===== src/design/u2u8_pkg.sv =====
// ============================================================================
// u2u8_pkg
// Shared types, codes and constants of the Unicode to UTF-8 transcoder.
// ============================================================================
`default_nettype none

package u2u8_pkg;

    // Source encoding codes of the configuration register
    localparam logic [2:0] SRC_UTF8     = 3'd0;
    localparam logic [2:0] SRC_UTF8_BOM = 3'd1;
    localparam logic [2:0] SRC_UTF16LE  = 3'd2;
    localparam logic [2:0] SRC_UTF16BE  = 3'd3;
    localparam logic [2:0] SRC_UTF32LE  = 3'd4;
    localparam logic [2:0] SRC_UTF32BE  = 3'd5;

    // Register byte addresses
    localparam int unsigned APB_ADDR_W = 3;
    localparam logic [APB_ADDR_W-1:0] ADDR_SOURCE_ENCODING = 3'd0;

    // UTF-8 range limits and byte marks
    localparam logic [31:0] LIMIT_1BYTE = 32'h0000_0080;
    localparam logic [31:0] LIMIT_2BYTE = 32'h0000_0800;
    localparam logic [31:0] LIMIT_3BYTE = 32'h0001_0000;
    localparam logic [31:0] MAX_CODE    = 32'h0010_FFFF;
    localparam logic [7:0]  LEAD_2BYTE  = 8'hC0;
    localparam logic [7:0]  LEAD_3BYTE  = 8'hE0;
    localparam logic [7:0]  LEAD_4BYTE  = 8'hF0;
    localparam logic [7:0]  CONT_MARK   = 8'h80;
    localparam logic [5:0]  CONT_MASK   = 6'h3F;

    localparam int unsigned BOM_LEN = 3;

    // Default depth of the queue between front and back
    localparam int unsigned QUEUE_DEPTH = 4;

    typedef struct packed {
        logic [7:0] byte_in;
        logic       last_byte;
    } in_req_t;

    typedef struct packed {
        logic [7:0] utf8_byte;
        logic       run_last;
        logic       stream_end;
        logic       out_of_range;
    } out_rsp_t;

    // One classified request: up to four formed UTF-8 bytes plus terminator flag
    typedef struct packed {
        logic [3:0][7:0] bytes;
        logic [2:0]      nbytes;
        logic            big;
        logic            last;
    } q_entry_t;

endpackage

`default_nettype wire


===== src/design/u2u8_front.sv =====
// ============================================================================
// u2u8_front
// Accept source bytes, assemble code units and form their UTF-8 bytes.
// ============================================================================
`default_nettype none

module u2u8_front
    import u2u8_pkg::*;
(
    input  wire logic     clk,
    input  wire logic     rst_n,
    input  wire logic [2:0] enc,
    input  wire logic     in_valid,
    output logic          in_ready,
    input  wire in_req_t  in_req,
    input  wire logic     queue_full,
    output logic          push,
    output q_entry_t      push_entry
);

    logic [23:0] unit_bytes_reg, unit_bytes_next;
    logic [1:0]  unit_count_reg, unit_count_next;
    logic [1:0]  bom_skip_reg, bom_skip_next;

    logic        accept;
    logic        do_code;
    logic        do_raw;
    logic [31:0] code;
    logic [7:0]  b;

    assign in_ready = !queue_full;
    assign accept   = in_valid && in_ready;
    assign b        = in_req.byte_in;

    // Update the unit collector and pick what the byte produces
    always_comb
    begin
        unit_bytes_next = unit_bytes_reg;
        unit_count_next = unit_count_reg;
        bom_skip_next   = bom_skip_reg;
        do_code         = 1'b0;
        do_raw          = 1'b0;
        code            = {24'd0, b};
        unique case (enc) inside
            SRC_UTF8:
            begin
                unit_bytes_next = '0;
                unit_count_next = '0;
                do_raw          = 1'b1;
            end
            SRC_UTF8_BOM:
            begin
                unit_bytes_next = '0;
                unit_count_next = '0;
                if (bom_skip_reg < 2'(BOM_LEN))
                begin
                    bom_skip_next = bom_skip_reg + 2'd1;
                end
                else
                begin
                    do_raw = 1'b1;
                end
            end
            SRC_UTF16LE, SRC_UTF16BE:
            begin
                if (unit_count_reg == 2'd0)
                begin
                    unit_bytes_next = {unit_bytes_reg[15:0], b};
                    unit_count_next = unit_count_reg + 2'd1;
                end
                else
                begin
                    unit_bytes_next = '0;
                    unit_count_next = '0;
                    do_code         = 1'b1;
                    if (enc == SRC_UTF16LE)
                    begin
                        code = {16'd0, b, unit_bytes_reg[7:0]};
                    end
                    else
                    begin
                        code = {16'd0, unit_bytes_reg[7:0], b};
                    end
                end
            end
            SRC_UTF32LE, SRC_UTF32BE:
            begin
                if (unit_count_reg != 2'd3)
                begin
                    unit_bytes_next = {unit_bytes_reg[15:0], b};
                    unit_count_next = unit_count_reg + 2'd1;
                end
                else
                begin
                    unit_bytes_next = '0;
                    unit_count_next = '0;
                    do_code         = 1'b1;
                    if (enc == SRC_UTF32LE)
                    begin
                        code = {b, unit_bytes_reg[7:0], unit_bytes_reg[15:8],
                                unit_bytes_reg[23:16]};
                    end
                    else
                    begin
                        code = {unit_bytes_reg, b};
                    end
                end
            end
            default:
            begin
                unit_bytes_next = '0;
                unit_count_next = '0;
                do_code         = 1'b1;
            end
        endcase
        if (in_req.last_byte)
        begin
            unit_bytes_next = '0;
            unit_count_next = '0;
            bom_skip_next   = '0;
        end
    end

    // Form the UTF-8 bytes of the entry
    always_comb
    begin
        push_entry.bytes  = '0;
        push_entry.nbytes = 3'd0;
        push_entry.big    = 1'b0;
        push_entry.last   = in_req.last_byte;
        if (do_raw)
        begin
            push_entry.bytes[0] = b;
            push_entry.nbytes   = 3'd1;
        end
        else if (do_code)
        begin
            if (code < LIMIT_1BYTE)
            begin
                push_entry.bytes[0] = code[7:0];
                push_entry.nbytes   = 3'd1;
            end
            else if (code < LIMIT_2BYTE)
            begin
                push_entry.bytes[0] = LEAD_2BYTE | {3'd0, code[10:6]};
                push_entry.bytes[1] = CONT_MARK | {2'd0, code[5:0] & CONT_MASK};
                push_entry.nbytes   = 3'd2;
            end
            else if (code < LIMIT_3BYTE)
            begin
                push_entry.bytes[0] = LEAD_3BYTE | {4'd0, code[15:12]};
                push_entry.bytes[1] = CONT_MARK | {2'd0, code[11:6] & CONT_MASK};
                push_entry.bytes[2] = CONT_MARK | {2'd0, code[5:0] & CONT_MASK};
                push_entry.nbytes   = 3'd3;
            end
            else
            begin
                // lead byte keeps only the low 8 bits of code >> 18
                push_entry.bytes[0] = LEAD_4BYTE | code[25:18];
                push_entry.bytes[1] = CONT_MARK | {2'd0, code[17:12] & CONT_MASK};
                push_entry.bytes[2] = CONT_MARK | {2'd0, code[11:6] & CONT_MASK};
                push_entry.bytes[3] = CONT_MARK | {2'd0, code[5:0] & CONT_MASK};
                push_entry.nbytes   = 3'd4;
                push_entry.big      = code > MAX_CODE;
            end
        end
    end

    assign push = accept && ((push_entry.nbytes != 3'd0) || in_req.last_byte);

    always_ff @(posedge clk or negedge rst_n)
    begin
        if (!rst_n)
        begin
            unit_bytes_reg <= '0;
            unit_count_reg <= '0;
            bom_skip_reg   <= '0;
        end
        else if (accept)
        begin
            unit_bytes_reg <= unit_bytes_next;
            unit_count_reg <= unit_count_next;
            bom_skip_reg   <= bom_skip_next;
        end
    end

endmodule

`default_nettype wire


===== src/design/u2u8_queue.sv =====
// ============================================================================
// u2u8_queue
// Short first-in first-out queue of classified entries.
// ============================================================================
`default_nettype none

module u2u8_queue
    import u2u8_pkg::*;
#(
    parameter int unsigned Depth = QUEUE_DEPTH
)
(
    input  wire logic     clk,
    input  wire logic     rst_n,
    input  wire logic     push,
    input  wire q_entry_t push_entry,
    input  wire logic     pop,
    output q_entry_t      head,
    output logic          full,
    output logic          empty
);

    localparam int unsigned PtrW = (Depth > 1) ? $clog2(Depth) : 1;
    localparam int unsigned CntW = $clog2(Depth + 1);

    q_entry_t            entries_reg [Depth];
    logic [PtrW-1:0]     wptr_reg, wptr_next;
    logic [PtrW-1:0]     rptr_reg, rptr_next;
    logic [CntW-1:0]     count_reg, count_next;

    assign full  = (count_reg == CntW'(Depth));
    assign empty = (count_reg == '0);
    assign head  = entries_reg[rptr_reg];

    always_comb
    begin
        wptr_next  = wptr_reg;
        rptr_next  = rptr_reg;
        count_next = count_reg;
        if (push)
        begin
            wptr_next = (wptr_reg == PtrW'(Depth - 1)) ? '0 : wptr_reg + 1'b1;
        end
        if (pop)
        begin
            rptr_next = (rptr_reg == PtrW'(Depth - 1)) ? '0 : rptr_reg + 1'b1;
        end
        if (push && !pop)
        begin
            count_next = count_reg + 1'b1;
        end
        else if (pop && !push)
        begin
            count_next = count_reg - 1'b1;
        end
    end

    always_ff @(posedge clk)
    begin
        if (push)
        begin
            entries_reg[wptr_reg] <= push_entry;
        end
    end

    always_ff @(posedge clk or negedge rst_n)
    begin
        if (!rst_n)
        begin
            wptr_reg  <= '0;
            rptr_reg  <= '0;
            count_reg <= '0;
        end
        else
        begin
            wptr_reg  <= wptr_next;
            rptr_reg  <= rptr_next;
            count_reg <= count_next;
        end
    end

endmodule

`default_nettype wire


===== src/design/u2u8_back.sv =====
// ============================================================================
// u2u8_back
// Step through the head entry; emit one UTF-8 byte per cycle unless stalled.
// ============================================================================
`default_nettype none

module u2u8_back
    import u2u8_pkg::*;
(
    input  wire logic     clk,
    input  wire logic     rst_n,
    input  wire q_entry_t head,
    input  wire logic     empty,
    output logic          pop,
    output logic          out_valid,
    input  wire logic     out_ready,
    output out_rsp_t      out_rsp
);

    logic [2:0] idx_reg, idx_next;
    logic       out_valid_reg, out_valid_next;
    out_rsp_t   out_rsp_reg, out_rsp_next;
    logic       load;
    logic [2:0] total;
    logic       at_end;

    assign load   = !out_valid_reg || out_ready;
    assign total  = head.nbytes + {2'd0, head.last};
    assign at_end = (idx_reg == total - 3'd1);
    assign pop    = load && !empty && at_end;

    always_comb
    begin
        idx_next       = idx_reg;
        out_valid_next = out_valid_reg;
        out_rsp_next   = out_rsp_reg;
        if (load)
        begin
            out_valid_next = !empty;
            if (!empty)
            begin
                idx_next = at_end ? 3'd0 : idx_reg + 3'd1;
                out_rsp_next.run_last = at_end;
                if (idx_reg < head.nbytes)
                begin
                    out_rsp_next.utf8_byte    = head.bytes[idx_reg[1:0]];
                    out_rsp_next.stream_end   = 1'b0;
                    out_rsp_next.out_of_range = head.big;
                end
                else
                begin
                    // terminator after the final input
                    out_rsp_next.utf8_byte    = 8'd0;
                    out_rsp_next.stream_end   = 1'b1;
                    out_rsp_next.out_of_range = 1'b0;
                end
            end
        end
    end

    always_ff @(posedge clk)
    begin
        out_rsp_reg <= out_rsp_next;
    end

    always_ff @(posedge clk or negedge rst_n)
    begin
        if (!rst_n)
        begin
            idx_reg       <= '0;
            out_valid_reg <= 1'b0;
        end
        else
        begin
            idx_reg       <= idx_next;
            out_valid_reg <= out_valid_next;
        end
    end

    assign out_valid = out_valid_reg;
    assign out_rsp   = out_rsp_reg;

endmodule

`default_nettype wire


===== src/design/unicode_to_utf8_converter_top.sv =====
// ============================================================================
// unicode_to_utf8_converter_top
// Byte-stream transcoder from UTF-8/UTF-16/UTF-32/Latin-1 to UTF-8.
// ============================================================================
// Usage:
//   Program source_encoding through the APB port (byte address 0) while idle.
//   Feed source bytes on in_valid/in_ready/in_req, one request per byte, with
//   last_byte set on the final byte of a text. Take UTF-8 bytes from
//   out_valid/out_ready/out_rsp; run_last marks the last byte a request caused
//   and stream_end marks the 0x00 terminator that follows the final byte.
// Timing:
//   The front accepts a request every cycle while the queue has room and
//   writes its formed bytes into the queue at the accepting edge. The back
//   presents them from its output register, one byte per cycle while
//   out_ready is high. A request yields 1 to 5 output bytes (none when it
//   only collects or drops a byte). The single output port sets the
//   sustained rate, as upper-half Latin-1 characters yield two bytes each.
// Reset:
//   Clears the encoding to UTF-8, the unit collector, the BOM counter, the
//   queue pointers and the output valid flag. No clearing pass is needed.
// Stalls:
//   When out_ready is low the output byte holds; the queue keeps taking
//   requests until it fills, then in_ready drops.
// ============================================================================
`default_nettype none

module unicode_to_utf8_converter_top
    import u2u8_pkg::*;
#(
    parameter int unsigned QueueDepth = QUEUE_DEPTH
)
(
    input  wire logic                  clk,
    input  wire logic                  rst_n,
    // APB configuration port
    input  wire logic                  psel,
    input  wire logic                  penable,
    input  wire logic                  pwrite,
    input  wire logic [APB_ADDR_W-1:0] paddr,
    input  wire logic [31:0]           pwdata,
    output logic [31:0]                prdata,
    output logic                       pready,
    // source byte requests
    input  wire logic                  in_valid,
    output logic                       in_ready,
    input  wire in_req_t               in_req,
    // UTF-8 byte results
    output logic                       out_valid,
    input  wire logic                  out_ready,
    output out_rsp_t                   out_rsp
);

    logic [2:0] enc_reg, enc_next;
    logic       reg_sel;
    logic       push;
    logic       pop;
    logic       full;
    logic       empty;
    q_entry_t   push_entry;
    q_entry_t   head;

    // Decode the word address; the low address bits are ignored
    assign reg_sel = ({paddr[APB_ADDR_W-1:2], 2'b00} == ADDR_SOURCE_ENCODING);
    assign pready  = 1'b1;
    assign prdata  = reg_sel ? {29'd0, enc_reg} : 32'd0;

    // Write the encoding on the access phase of a write
    always_comb
    begin
        enc_next = enc_reg;
        if (psel && penable && pwrite && reg_sel)
        begin
            enc_next = pwdata[2:0];
        end
    end

    always_ff @(posedge clk or negedge rst_n)
    begin
        if (!rst_n)
        begin
            enc_reg <= SRC_UTF8;
        end
        else
        begin
            enc_reg <= enc_next;
        end
    end

    // Accept and classify source bytes
    u2u8_front u_front
    (
        .clk        (clk),
        .rst_n      (rst_n),
        .enc        (enc_reg),
        .in_valid   (in_valid),
        .in_ready   (in_ready),
        .in_req     (in_req),
        .queue_full (full),
        .push       (push),
        .push_entry (push_entry)
    );

    // Decouple front and back
    u2u8_queue #(
        .Depth (QueueDepth)
    ) u_queue
    (
        .clk        (clk),
        .rst_n      (rst_n),
        .push       (push),
        .push_entry (push_entry),
        .pop        (pop),
        .head       (head),
        .full       (full),
        .empty      (empty)
    );

    // Emit formed bytes and terminators
    u2u8_back u_back
    (
        .clk       (clk),
        .rst_n     (rst_n),
        .head      (head),
        .empty     (empty),
        .pop       (pop),
        .out_valid (out_valid),
        .out_ready (out_ready),
        .out_rsp   (out_rsp)
    );

endmodule

`default_nettype wire

===== config.mk =====
export PLATFORM = sky130hd
export DESIGN_NAME = unicode_to_utf8_converter_top
export DESIGN_NICKNAME = d
export VERILOG_FILES = /design/src/design/u2u8_pkg.sv /design/src/design/u2u8_front.sv /design/src/design/u2u8_queue.sv /design/src/design/u2u8_back.sv /design/src/design/unicode_to_utf8_converter_top.sv
export SDC_FILE = /design/constraint.sdc
export NUM_CORES = 1
export LEC_CHECK = 0
export BUFFER_PORTS_ARGS = -buffer_cell sky130_fd_sc_hd__buf_2
export CAP_MARGIN = 5
export CORE_ASPECT_RATIO = 0.5
export CORE_UTILIZATION = 59
export CTS_CLUSTER_DIAMETER = 200
export DETAILED_ROUTE_END_ITERATION = 12
export GPL_ROUTABILITY_DRIVEN = 0
export PLACE_DENSITY = 0.89
export SLEW_MARGIN = 0
export SYNTH_ARGS = -nofsm -noshare
export SYNTH_HDL_FRONTEND = slang
export SYNTH_SLANG_ARGS = --single-unit
export TNS_END_PERCENT = 50

===== constraint.sdc =====
create_clock -name clk -period 5.5 [get_ports clk]
set_clock_uncertainty 0.1 [all_clocks]
set_input_delay 1.1 -clock clk [delete_from_list [all_inputs] [get_ports clk]]
set_output_delay 1.1 -clock clk [all_outputs]
set_load 0.1 [all_outputs]

* Word level (Yosys, flattened, before mapping)
Memories as Yosys holds them, arrays and structs flattened.
Cells that the tools add are included.
** Word-level totals
- Word-level logic and storage cells :: 115
- Memories kept :: 1
- Bits in registers :: 53
- Input port bits :: 51
- Output and inout bits :: 46
- Memory bits (writable) :: 148
** Operators by class
- Bitwise logic cells :: 2
- Order comparisons :: 7
- Reductions and logical operators :: 28
- Multiplexer cells :: 45
- Equality and inequality tests :: 10
- Add/sub/neg operators :: 9
** Memories
- u_queue.entries_reg :: depth 4, bits a word 37, rd ports 1, clocked after Yosys merged registers in 0, write ports 1, line u2u8_queue.sv:26 : q_entry_t entries_reg [Depth];
** Operator list (count)
- 2-to-1 mux 24 bit :: 5
- 2-to-1 mux 32 bit :: 2
- one-hot mux 32 bit (2 select lines) :: 1
- 2-to-1 mux 16 bit :: 3
- one-hot mux 24 bit (2 select lines) :: 1
- 2-to-1 mux 36 bit :: 1
- > comparator 32 x 21 -> 1 bit (second input constant) :: 1
- less-than comparator 32 x 12 -> 1 bit (second input constant) :: 1
- less-than comparator 32 x 17 -> 1 bit (second input constant) :: 1
- less-than comparator 32 x 8 -> 1 bit (second input constant) :: 1
- 2-to-1 mux 25 bit :: 1
- 2-to-1 mux 11 bit :: 2
- 2-to-1 mux 19 bit :: 1
- 2-to-1 mux 2 bit :: 9
- binary-select mux 8 bit (select 2 bit) :: 1
- 2-to-1 mux 8 bit :: 2
- 2-to-1 mux 3 bit :: 4
- equality test 3 bit (second input constant) :: 3
- logical AND 1 bit :: 9
- 2-to-1 mux 1 bit :: 9
- adder 2 x 1 -> 2 bit (second input constant) :: 4
- adder 3 x 1 -> 3 bit (second input constant) :: 2
- equality test 3 x 2 -> 1 bit (second input constant) :: 2
- logical NOT 3 bit :: 2
- 21 further kinds :: 33

* Longest topological paths before layout
Gate-level depths: netlist (run 1).
- Word-level depth :: 17
- Gate-level depth with buffers :: 16
- Depth with buffers taken out :: 14

* Modules after synthesis
A second synthesis (run 1) with hierarchy kept.
** Second synthesis, totals
- Cells, all modules :: 618
- Area, all modules :: 9446.6 um^2
** By module, submodules not included
- u2u8_queue :: seq. area each 4619.4 um^2, times used 1, area an instance 5745.5 um^2, cells an instance 230
- u2u8_front :: seq. area each 700.7 um^2, times used 1, area an instance 2374.8 um^2, cells an instance 281
- u2u8_back :: seq. area each 430.4 um^2, times used 1, area an instance 923.4 um^2, cells an instance 65
- unicode_to_utf8_converter_top :: seq. area each 75.1 um^2, times used 1, area an instance 402.9 um^2, cells an instance 42

* Worst setup path before layout (run 1)
Ideal clock, no wire load.
- Path type :: register to register
- Start :: reg u_queue.rptr_reg[0]
- End :: reg u_queue.count_reg[1]
- Path slack :: 1.552 ns
- Arrival time :: 3.723 ns
- Library setup time :: 0.125 ns
- Period minus slack after synthesis :: 3.948 ns
- Required time :: 5.275 ns
- Stages on the path, launching flop included :: 14
- Buffers on the path :: 2
- Cells stage by stage :: dfrtp_1 -> clkbuf_1 -> buf_1 -> mux4_2 -> inv_1 -> ha_1 -> ha_1 -> xnor2_1 -> nor3_1 -> nand2_1 -> ha_1 -> inv_1 -> fa_1 -> mux2_2
** On the way
- Cells in the longest elaborated chain, start to end :: 8
- Elaborated cells between the ends (all ways) :: 10
- Classes of those cells :: add/sub (2); eq/ne (1); mux (1); reduce/logical (5); memory (1)
** RTL lines
- start: declaration :: line u2u8_queue.sv:28 : logic [PtrW-1:0] rptr_reg, rptr_next;
- start signal: assignment :: line u2u8_queue.sv:77 : rptr_reg <= rptr_next;
- memory (4 x 37 bit)
- adder 3 x 1 -> 3 bit :: line u2u8_back.sv:28 : assign total = head.nbytes + {2'd0, head.last};
- subtractor 3 x 1 -> 3 bit :: line u2u8_back.sv:29 : assign at_end = (idx_reg == total - 3'd1);
- equality test 3 bit :: line u2u8_back.sv:29
- net u_back.at_end :: line u2u8_back.sv:25 : logic at_end;
- logical AND 1 bit :: line u2u8_back.sv:30 : assign pop = load && !empty && at_end;
- logical NOT 1 bit :: line u2u8_queue.sv:48 : if (push && !pop)
- logical AND 1 bit :: line u2u8_queue.sv:48
- 2-to-1 mux 3 bit :: line u2u8_queue.sv:48
- net u_queue.count_next[1] :: line u2u8_queue.sv:29 : logic [CntW-1:0] count_reg, count_next;
- end signal: assignment :: line u2u8_queue.sv:78 : count_reg <= count_next;
- end: declaration :: line u2u8_queue.sv:29
The timed path passes the listed nets, and every way through them passes these cells.
A chain may end at the register's enable or synchronous reset.

==> results of run 1 <==
final cells by class:
type | instances | area [µm²]
Clock buffer | 17 | 425
Clock inverter | 15 | 175
Fill cell | 839 | 4380
Inverter | 16 | 60.1
Multi-Input combinational cell | 360 | 3020
Sequential cell | 185 | 5350
Tap cell | 192 | 240
Timing Repair Buffer | 48 | 273
final timing paths:
path | from | to | slack, ns | depth (start not counted)
worst max register to register | u_front.unit_count_reg[0] | u_queue.entries_reg[0][8] | 1.34 | 8
worst max-delay path | u_front.unit_count_reg[0] | u_queue.entries_reg[0][8] | 1.34 | 8
worst min register to register | u_back.out_valid | u_back.out_valid | 0.39 | 2
worst min-delay path | u_back.out_valid | u_back.out_valid | 0.39 | 2
min in group asynchronous | rst_n | u_queue.count_reg[2] | 0.73 | 1
max in group asynchronous | rst_n | u_queue.rptr_reg[0] | 3.91 | 1
routing by layer:
metal,part of all wire,wire length [µm],track usage
met5,0,0,0
met4,0.037,731,0.106
met3,0.12,2450,0.0629
met2,0.45,8990,0.436
met1,0.39,7670,0.380
power by group through the flow:
stage / Sequential (W) / Clock [W] / Combinational [W]
after global routing: 0.00212 / 0.00129 / 0.00206
final: 0.00210 / 0.00124 / 0.00195
after CTS: 0.00209 / 0.00124 / 0.00194
after global placement: 0.00208 / 0 / 0.00181
after floorplan: 0.00232 / 0 / 0.00126
after detailed placement: 0.00211 / 0 / 0.00190
cell usage after synthesis, types with 3 or more instances:
| library cell | instances | share of area |
|---|---|---|
| mux2_2 | 8 | 0.010 |
| ha_1 | 15 | 0.022 |
| buf_2 | 8 | 0.0046 |
| clkbuf_1 | 17 | 0.0074 |
| nand2b_1 | 5 | 0.0036 |
| o311ai_0 | 3 | 0.0030 |
| and2_1 | 4 | 0.0029 |
| inv_1 | 15 | 0.0065 |
| nor3_1 | 12 | 0.0069 |
| buf_1 | 5 | 0.0022 |
| a22oi_1 | 14 | 0.012 |
| nand2_1 | 42 | 0.018 |
| nor4_1 | 3 | 0.0022 |
| buf_4 | 30 | 0.026 |
| or4_1 | 4 | 0.0035 |
| nor2b_1 | 14 | 0.010 |
| a21o_1 | 3 | 0.0026 |
| a22o_1 | 28 | 0.028 |
| o22a_1 | 8 | 0.0081 |
| dfrtp_1 | 42 | 0.12 |
| xnor2_1 | 5 | 0.0051 |
| mux4_2 | 39 | 0.10 |
| o31ai_1 | 4 | 0.0035 |
| o21ai_0 | 14 | 0.0081 |
| a21oi_1 | 17 | 0.0098 |
| o22ai_1 | 4 | 0.0029 |
| nor2_1 | 31 | 0.013 |
| edfxtp_1 | 143 | 0.50 |
| a211oi_1 | 3 | 0.0026 |
| mux2i_1 | 10 | 0.012 |
| o31a_1 | 3 | 0.0030 |
per-stage QoR:
| stage | cells | setup slack [ns] |
|---|---|---|
| after floorplan | 621 | 1.55 |
| after global placement | 801 | 1.26 |
| after detailed placement | 801 | 1.18 |
| after CTS | 833 | 1.57 |
| after global routing | 833 | 1.30 |
| final | 833 | 1.34 |
layout by cell type (no fill, tap or decap), types with 8 or more instances in the layout:
cell / count
a22o_1: 28
nand2_1: 42
nor2_1: 31
mux4_2: 39
ha_1: 15
mux2_2: 8
clkbuf_16: 17
o21ai_0: 14
conb_1: 30
nor3_1: 11
buf_2: 35
mux2i_1: 10
o22a_1: 8
a21oi_1: 17
edfxtp_1: 143
nor2b_1: 14
inv_1: 15
dfrtp_1: 41
buf_4: 13
a22oi_1: 14
cells by family after synthesis:
family / Yosys count / synth area share
XOR/XNOR: 7 / 0.00708
buffers and inverters: 76 / 0.0471
flip-flops: 185 / 0.617
multiplexers: 57 / 0.123
adder cells (fa/ha/maj): 16 / 0.0240
other: 2 / 0.000867
AO/OA/AOI/OAI: 112 / 0.0943
AND/OR/NAND/NOR: 138 / 0.0865
critical path: cells and delay by family (launching register included):
kind	cells	cell delay, ns
flip-flops	1	0.40
adder cells (fa/ha/maj)	1	0.30
AND/OR/NAND/NOR	4	1.56
AO/OA/AOI/OAI	2	1.37
buffers and inverters	1	0.08
==> results.cfg, run 1 <==
[outcome]
status = complete, no violations

[global_routing]
grt_antenna_before_repair = 0
overflow = 0
grt_max_degree = 43
grt_pass1_wl_um = 30700
track_usage = 0.275
grt_pass1_vias = 5277

[synthesis]
async_flop_share = 0.227
syn_inst = 593
synth_cell_types = 62
ys.flop_type = edfxtp_1
synth_edf_count = 143
syn_area_um2 = 8660
avgSynthCellArea_um2 = 14.6
ys_warn_count = 0
ys_seq_area_frac = 0.617
ys_seq_elements = 185

[layout]
area_growth_pct = 10.1
postLayoutCoreUtil = 0.685
antennaDiodeCount = 0
fin_area_um2 = 9540
largest_register_ffs = 132
nets = 695
final_layout_size_suffix_gt1_frac = 0.215

[clock_tree]
clock-root-buffer = clkbuf_16
cts.sinks = 185
hold_buffers = 0
cts.path.max_buffers = 2
post_cts_buffers = 0
cts_made_buffers = 17
cts_htree_levels = 4
path_clk_slew_ns = 0.08
cts_tree = yes
worstSkewPairLatency_ns = 0.43
ctsResizeCount = 0

[die]
die_h_um = 87.7
start_util = 0.622
core_area_um2 = 13900
io-pin-count = 97
dieArea_um2 = 15200
rows = 30
die_w_um = 173

[setup_path]
arrival_ns = 4.14
start_kind = flip-flop
critPathKind = flip-flop to flip-flop
crit_chain = inv_1, ha_1, nor4b_4, nor2_1, a21oi_1, and4_1, nand4bb_1, o311ai_0
slowest_delay_ns = 0.89
cpMaxStageDelayCell = o311ai_0
worst-path-max-fanout = 9
end_kind = flip-flop
cp.required_ns = 5.48

[power]
pwr-share-comb = 0.369
switching_share = 0.392
p_seq_frac = 0.397
p_int_w = 0.00322
p_leak_nw = 3.55
power_frac_clock = 0.234
total_power_w = 0.00529
power.density_nw_per_um2 = 554
power.switching_w = 0.00207
max-vdd-ir-drop_mv = 0.270

[timing]
hold_ws_ns = 0.390
fin_crit_sh = 0.756
setup_viol = 0
hold_viol = 0
post-route-min-period_ns = 4.16
max_freq_mhz = 240
tns_ns = 0
worstMarginPinSlew_ns = 1.00
slew_violations = 0
maxSlewHeadroom = 0.323
rsz0062_at_grt = false

[place]
dp_hpwl_um = 12100
io_buffers = 35
dpl_cell_area_um2 = 8940

[drt]
drc = 0
wl_per_cell_um = 23.8
num_vias = 5679
drt_first_pass_iters = 6
drt-initial-drc-count = 845
wirelength_um = 19900
drtAntennaViolNets = 0
vias_per_cell = 6.82

[hold_path]
min_path_type = flip-flop to flip-flop

[job]
drv_cap = 0
(Power assumes the default switching activity.)
==> run 2: changes to the inputs <==
--- a/config.mk
+++ b/config.mk
@@ -5,14 +5,15 @@
 export SDC_FILE = /design/constraint.sdc
 export NUM_CORES = 1
 export LEC_CHECK = 0
+export ABC_AREA = 1
 export BUFFER_PORTS_ARGS = -buffer_cell sky130_fd_sc_hd__buf_2
 export CAP_MARGIN = 5
 export CORE_ASPECT_RATIO = 0.5
-export CORE_UTILIZATION = 59
+export CORE_UTILIZATION = 53
 export CTS_CLUSTER_DIAMETER = 200
 export DETAILED_ROUTE_END_ITERATION = 12
 export GPL_ROUTABILITY_DRIVEN = 0
-export PLACE_DENSITY = 0.89
+export PLACE_DENSITY = 0.85
 export SLEW_MARGIN = 0
 export SYNTH_ARGS = -nofsm -noshare
 export SYNTH_HDL_FRONTEND = slang
==> constraint.sdc (replaced) <==
create_clock -name clk -period 3.7 [get_ports clk]
set_clock_uncertainty 0.1 [all_clocks]
set_input_delay 0.74 -clock clk [delete_from_list [all_inputs] [get_ports clk]]
set_output_delay 0.74 -clock clk [all_outputs]
set_load 0.1 [all_outputs]
==> results.cfg, run 2 <==
[timing]
worstMarginPinSlew_ns = 0.922
setup_viol = 0
slew_violations = 0
finalWorstSetupSlack_ns = 0.173
hold_viol = 0
post-route-min-period_ns = 3.53
tns_ns = 0
hold_ws_ns = 0.339
maxSlewHeadroom = 0.385
fin_crit_sh = 0.953
max_freq_mhz = 283

[clock_tree]
clock-root-buffer = clkbuf_16
path_clk_slew_ns = 0.07
cts.path.max_buffers = 2
cts_tree = yes
cts_made_buffers = 17
cts.sinks = 185
hold_buffers = 0
worstSkewPairLatency_ns = 0.43
cts_htree_levels = 4

[setup_path]
worst-path-max-fanout = 23
slowest_delay_ns = 0.45
start_kind = flip-flop
end_kind = flip-flop
crit_chain = inv_1, buf_4, nand2_1, a32o_1, ha_1, xnor2_1, a21oi_1, nand2_1, nor2_2, inv_1, ha_1, inv_1, fa_1, nor2_1, a21oi_1
critPathKind = flip-flop to flip-flop
critPathMostFrequentCell = inv_1
cpMaxStageDelayCell = fa_1
cp.required_ns = 3.92
arrival_ns = 3.75

[synthesis]
syn_inst = 900
synth_edf_count = 143
avgSynthCellArea_um2 = 10.2
ys_seq_area_frac = 0.584
syn_area_um2 = 9150
synth.most_common_cell = edfxtp_1
ys_seq_elements = 185
synth_cell_types = 48
netlist_top_cells_area = edfxtp_1, dfrtp_1, o21ai_0
ys_warn_count = 0
async_flop_share = 0.227
ys.flop_type = edfxtp_1
yosysTopAreaCellShare = 0.469
synth_area_leader_cell = edfxtp_1
synth_commonest_cells = edfxtp_1, nor2_1, o21ai_0, nand2_1, inv_1

[layout]
nets = 1013
finalNonFillerCells = 1186
final_common_cell = edfxtp_1
layout_common_cells = edfxtp_1, nor2_1, o21ai_0
antennaDiodeCount = 0
area_growth_pct = 11.5
final_layout_size_suffix_gt1_frac = 0.160
largest_register_ffs = 132
fin_area_um2 = 10200

[power]
max-vdd-ir-drop_mv = 0.513
power.density_nw_per_um2 = 790
p_leak_nw = 4.13

[drt]
drc = 0
drt_first_pass_iters = 6
drtAntennaViolNets = 0
num_vias = 7130
wirelength_um = 21700
vias_per_cell = 6.01
drt-initial-drc-count = 1032
wl_per_cell_um = 18.3

[die]
dieArea_um2 = 17800
start_util = 0.550
die_h_um = 94.9
die_w_um = 188
io-pin-count = 97
rows = 33
core_area_um2 = 16600

[place]
dp_slack_ns = 0.0422
dp_hpwl_um = 14200
io_buffers = 35
dpl_cell_area_um2 = 9540
dp_cells = 1144

[global_routing]
grt_antenna_before_repair = 1
grt_pass1_wl_um = 33900
grt_pass1_vias = 6513
grt_max_degree = 47
overflow = 0
track_usage = 0.249

[outcome]
status = complete, no violations

[hold_path]
min_path_type = input pin to async pin

[job]
drv_cap = 0
-- run 2: cell types whose count changed in the layout (fill, tap and decap cells not counted), moves of 17 or more --
cell / previous run / this run
nand3_1: 2 / 57
o21ai_0: 14 / 108
o22ai_1: 4 / 34
nor2_1: 31 / 110
buf_4: 13 / 31
nand2_1: 42 / 102
o221ai_1: 0 / 17
mux4_2: 39 / 0
a22o_1: 28 / 0
inv_1: 15 / 83
-- run 2: where the power goes --
| group | switching (W) | total, W | internal (W) |
|---|---|---|---|
| Sequential | 0.000191 | 0.00297 | 0.00278 |
| Combinational | 0.00244 | 0.00331 | 0.000874 |
| Clock | 0.000832 | 0.00178 | 0.000944 |
-- run 2: stage by stage --
step           utilization  power, W
2_1_floorplan            -   0.00538
3_3_place_gp         0.573   0.00604
3_5_place_dp         0.573   0.00622
4_1_cts              0.607   0.00799
5_1_grt              0.613   0.00844
6_report             0.613   0.00806
-- run 2: what timing repair did --
action,in CTS,in global routing
setup endpoints to repair,1,2
resized for setup,1,10
setup buffers,0,10
pin swaps,0,4
-- run 2: critical path, delay by kind of cell (launching register included) --
| kind | cells | cell delay [ns] |
|---|---|---|
| compound gates | 3 | 0.46 |
| buf+inv | 4 | 0.70 |
| flops | 1 | 0.41 |
| simple gates | 4 | 0.66 |
| fa+ha+maj | 3 | 0.95 |
| xor+xnor | 1 | 0.13 |
-- run 2: final cells by class --
type / count / area, µm²
clock inverter: 14 / 135
sequential: 185 / 5350
fill: 1254 / 6430
multi-input combinational: 584 / 3190
clock buffer: 18 / 429
inverter: 88 / 335
tap: 227 / 284
timing repair buffer: 70 / 488
-- run 2: path summary, 6_finish.rpt --
check	from	end	slack (ns)	depth (start not counted)
worst max-delay path	u_queue.rptr_reg[0]	u_queue.count_reg[1]	0.17	15
worst min-delay path	rst_n	enc_reg[1]	0.34	1
worst max register to register	u_queue.rptr_reg[0]	u_queue.count_reg[1]	0.17	15
worst min register to register	u_front.bom_skip_reg[0]	u_front.bom_skip_reg[0]	0.38	1
max in group asynchronous	rst_n	u_queue.rptr_reg[0]	2.53	1
min in group clk	u_front.bom_skip_reg[0]	u_front.bom_skip_reg[0]	0.38	1
-- run 2: cell families after synthesis --
family	after synthesis	synth area share
AO/OA/AOI/OAI	219	0.146
XOR/XNOR	6	0.00574
adder cells (fa/ha/maj)	16	0.0227
buffers and inverters	159	0.0839
flip-flops	185	0.584
other	2	0.000821
AND/OR/NAND/NOR	313	0.157
-- run 2: layer usage --
metal  wire length (µm)  share of wire  track usage  up-vias
met5                 13        0.00060            0        -
met1               8610           0.40        0.334     3360
li1                   -              -            -     3187
met2              10000           0.46        0.399      512
met4                528          0.024       0.0996        2
met3               2580           0.12       0.0550       69
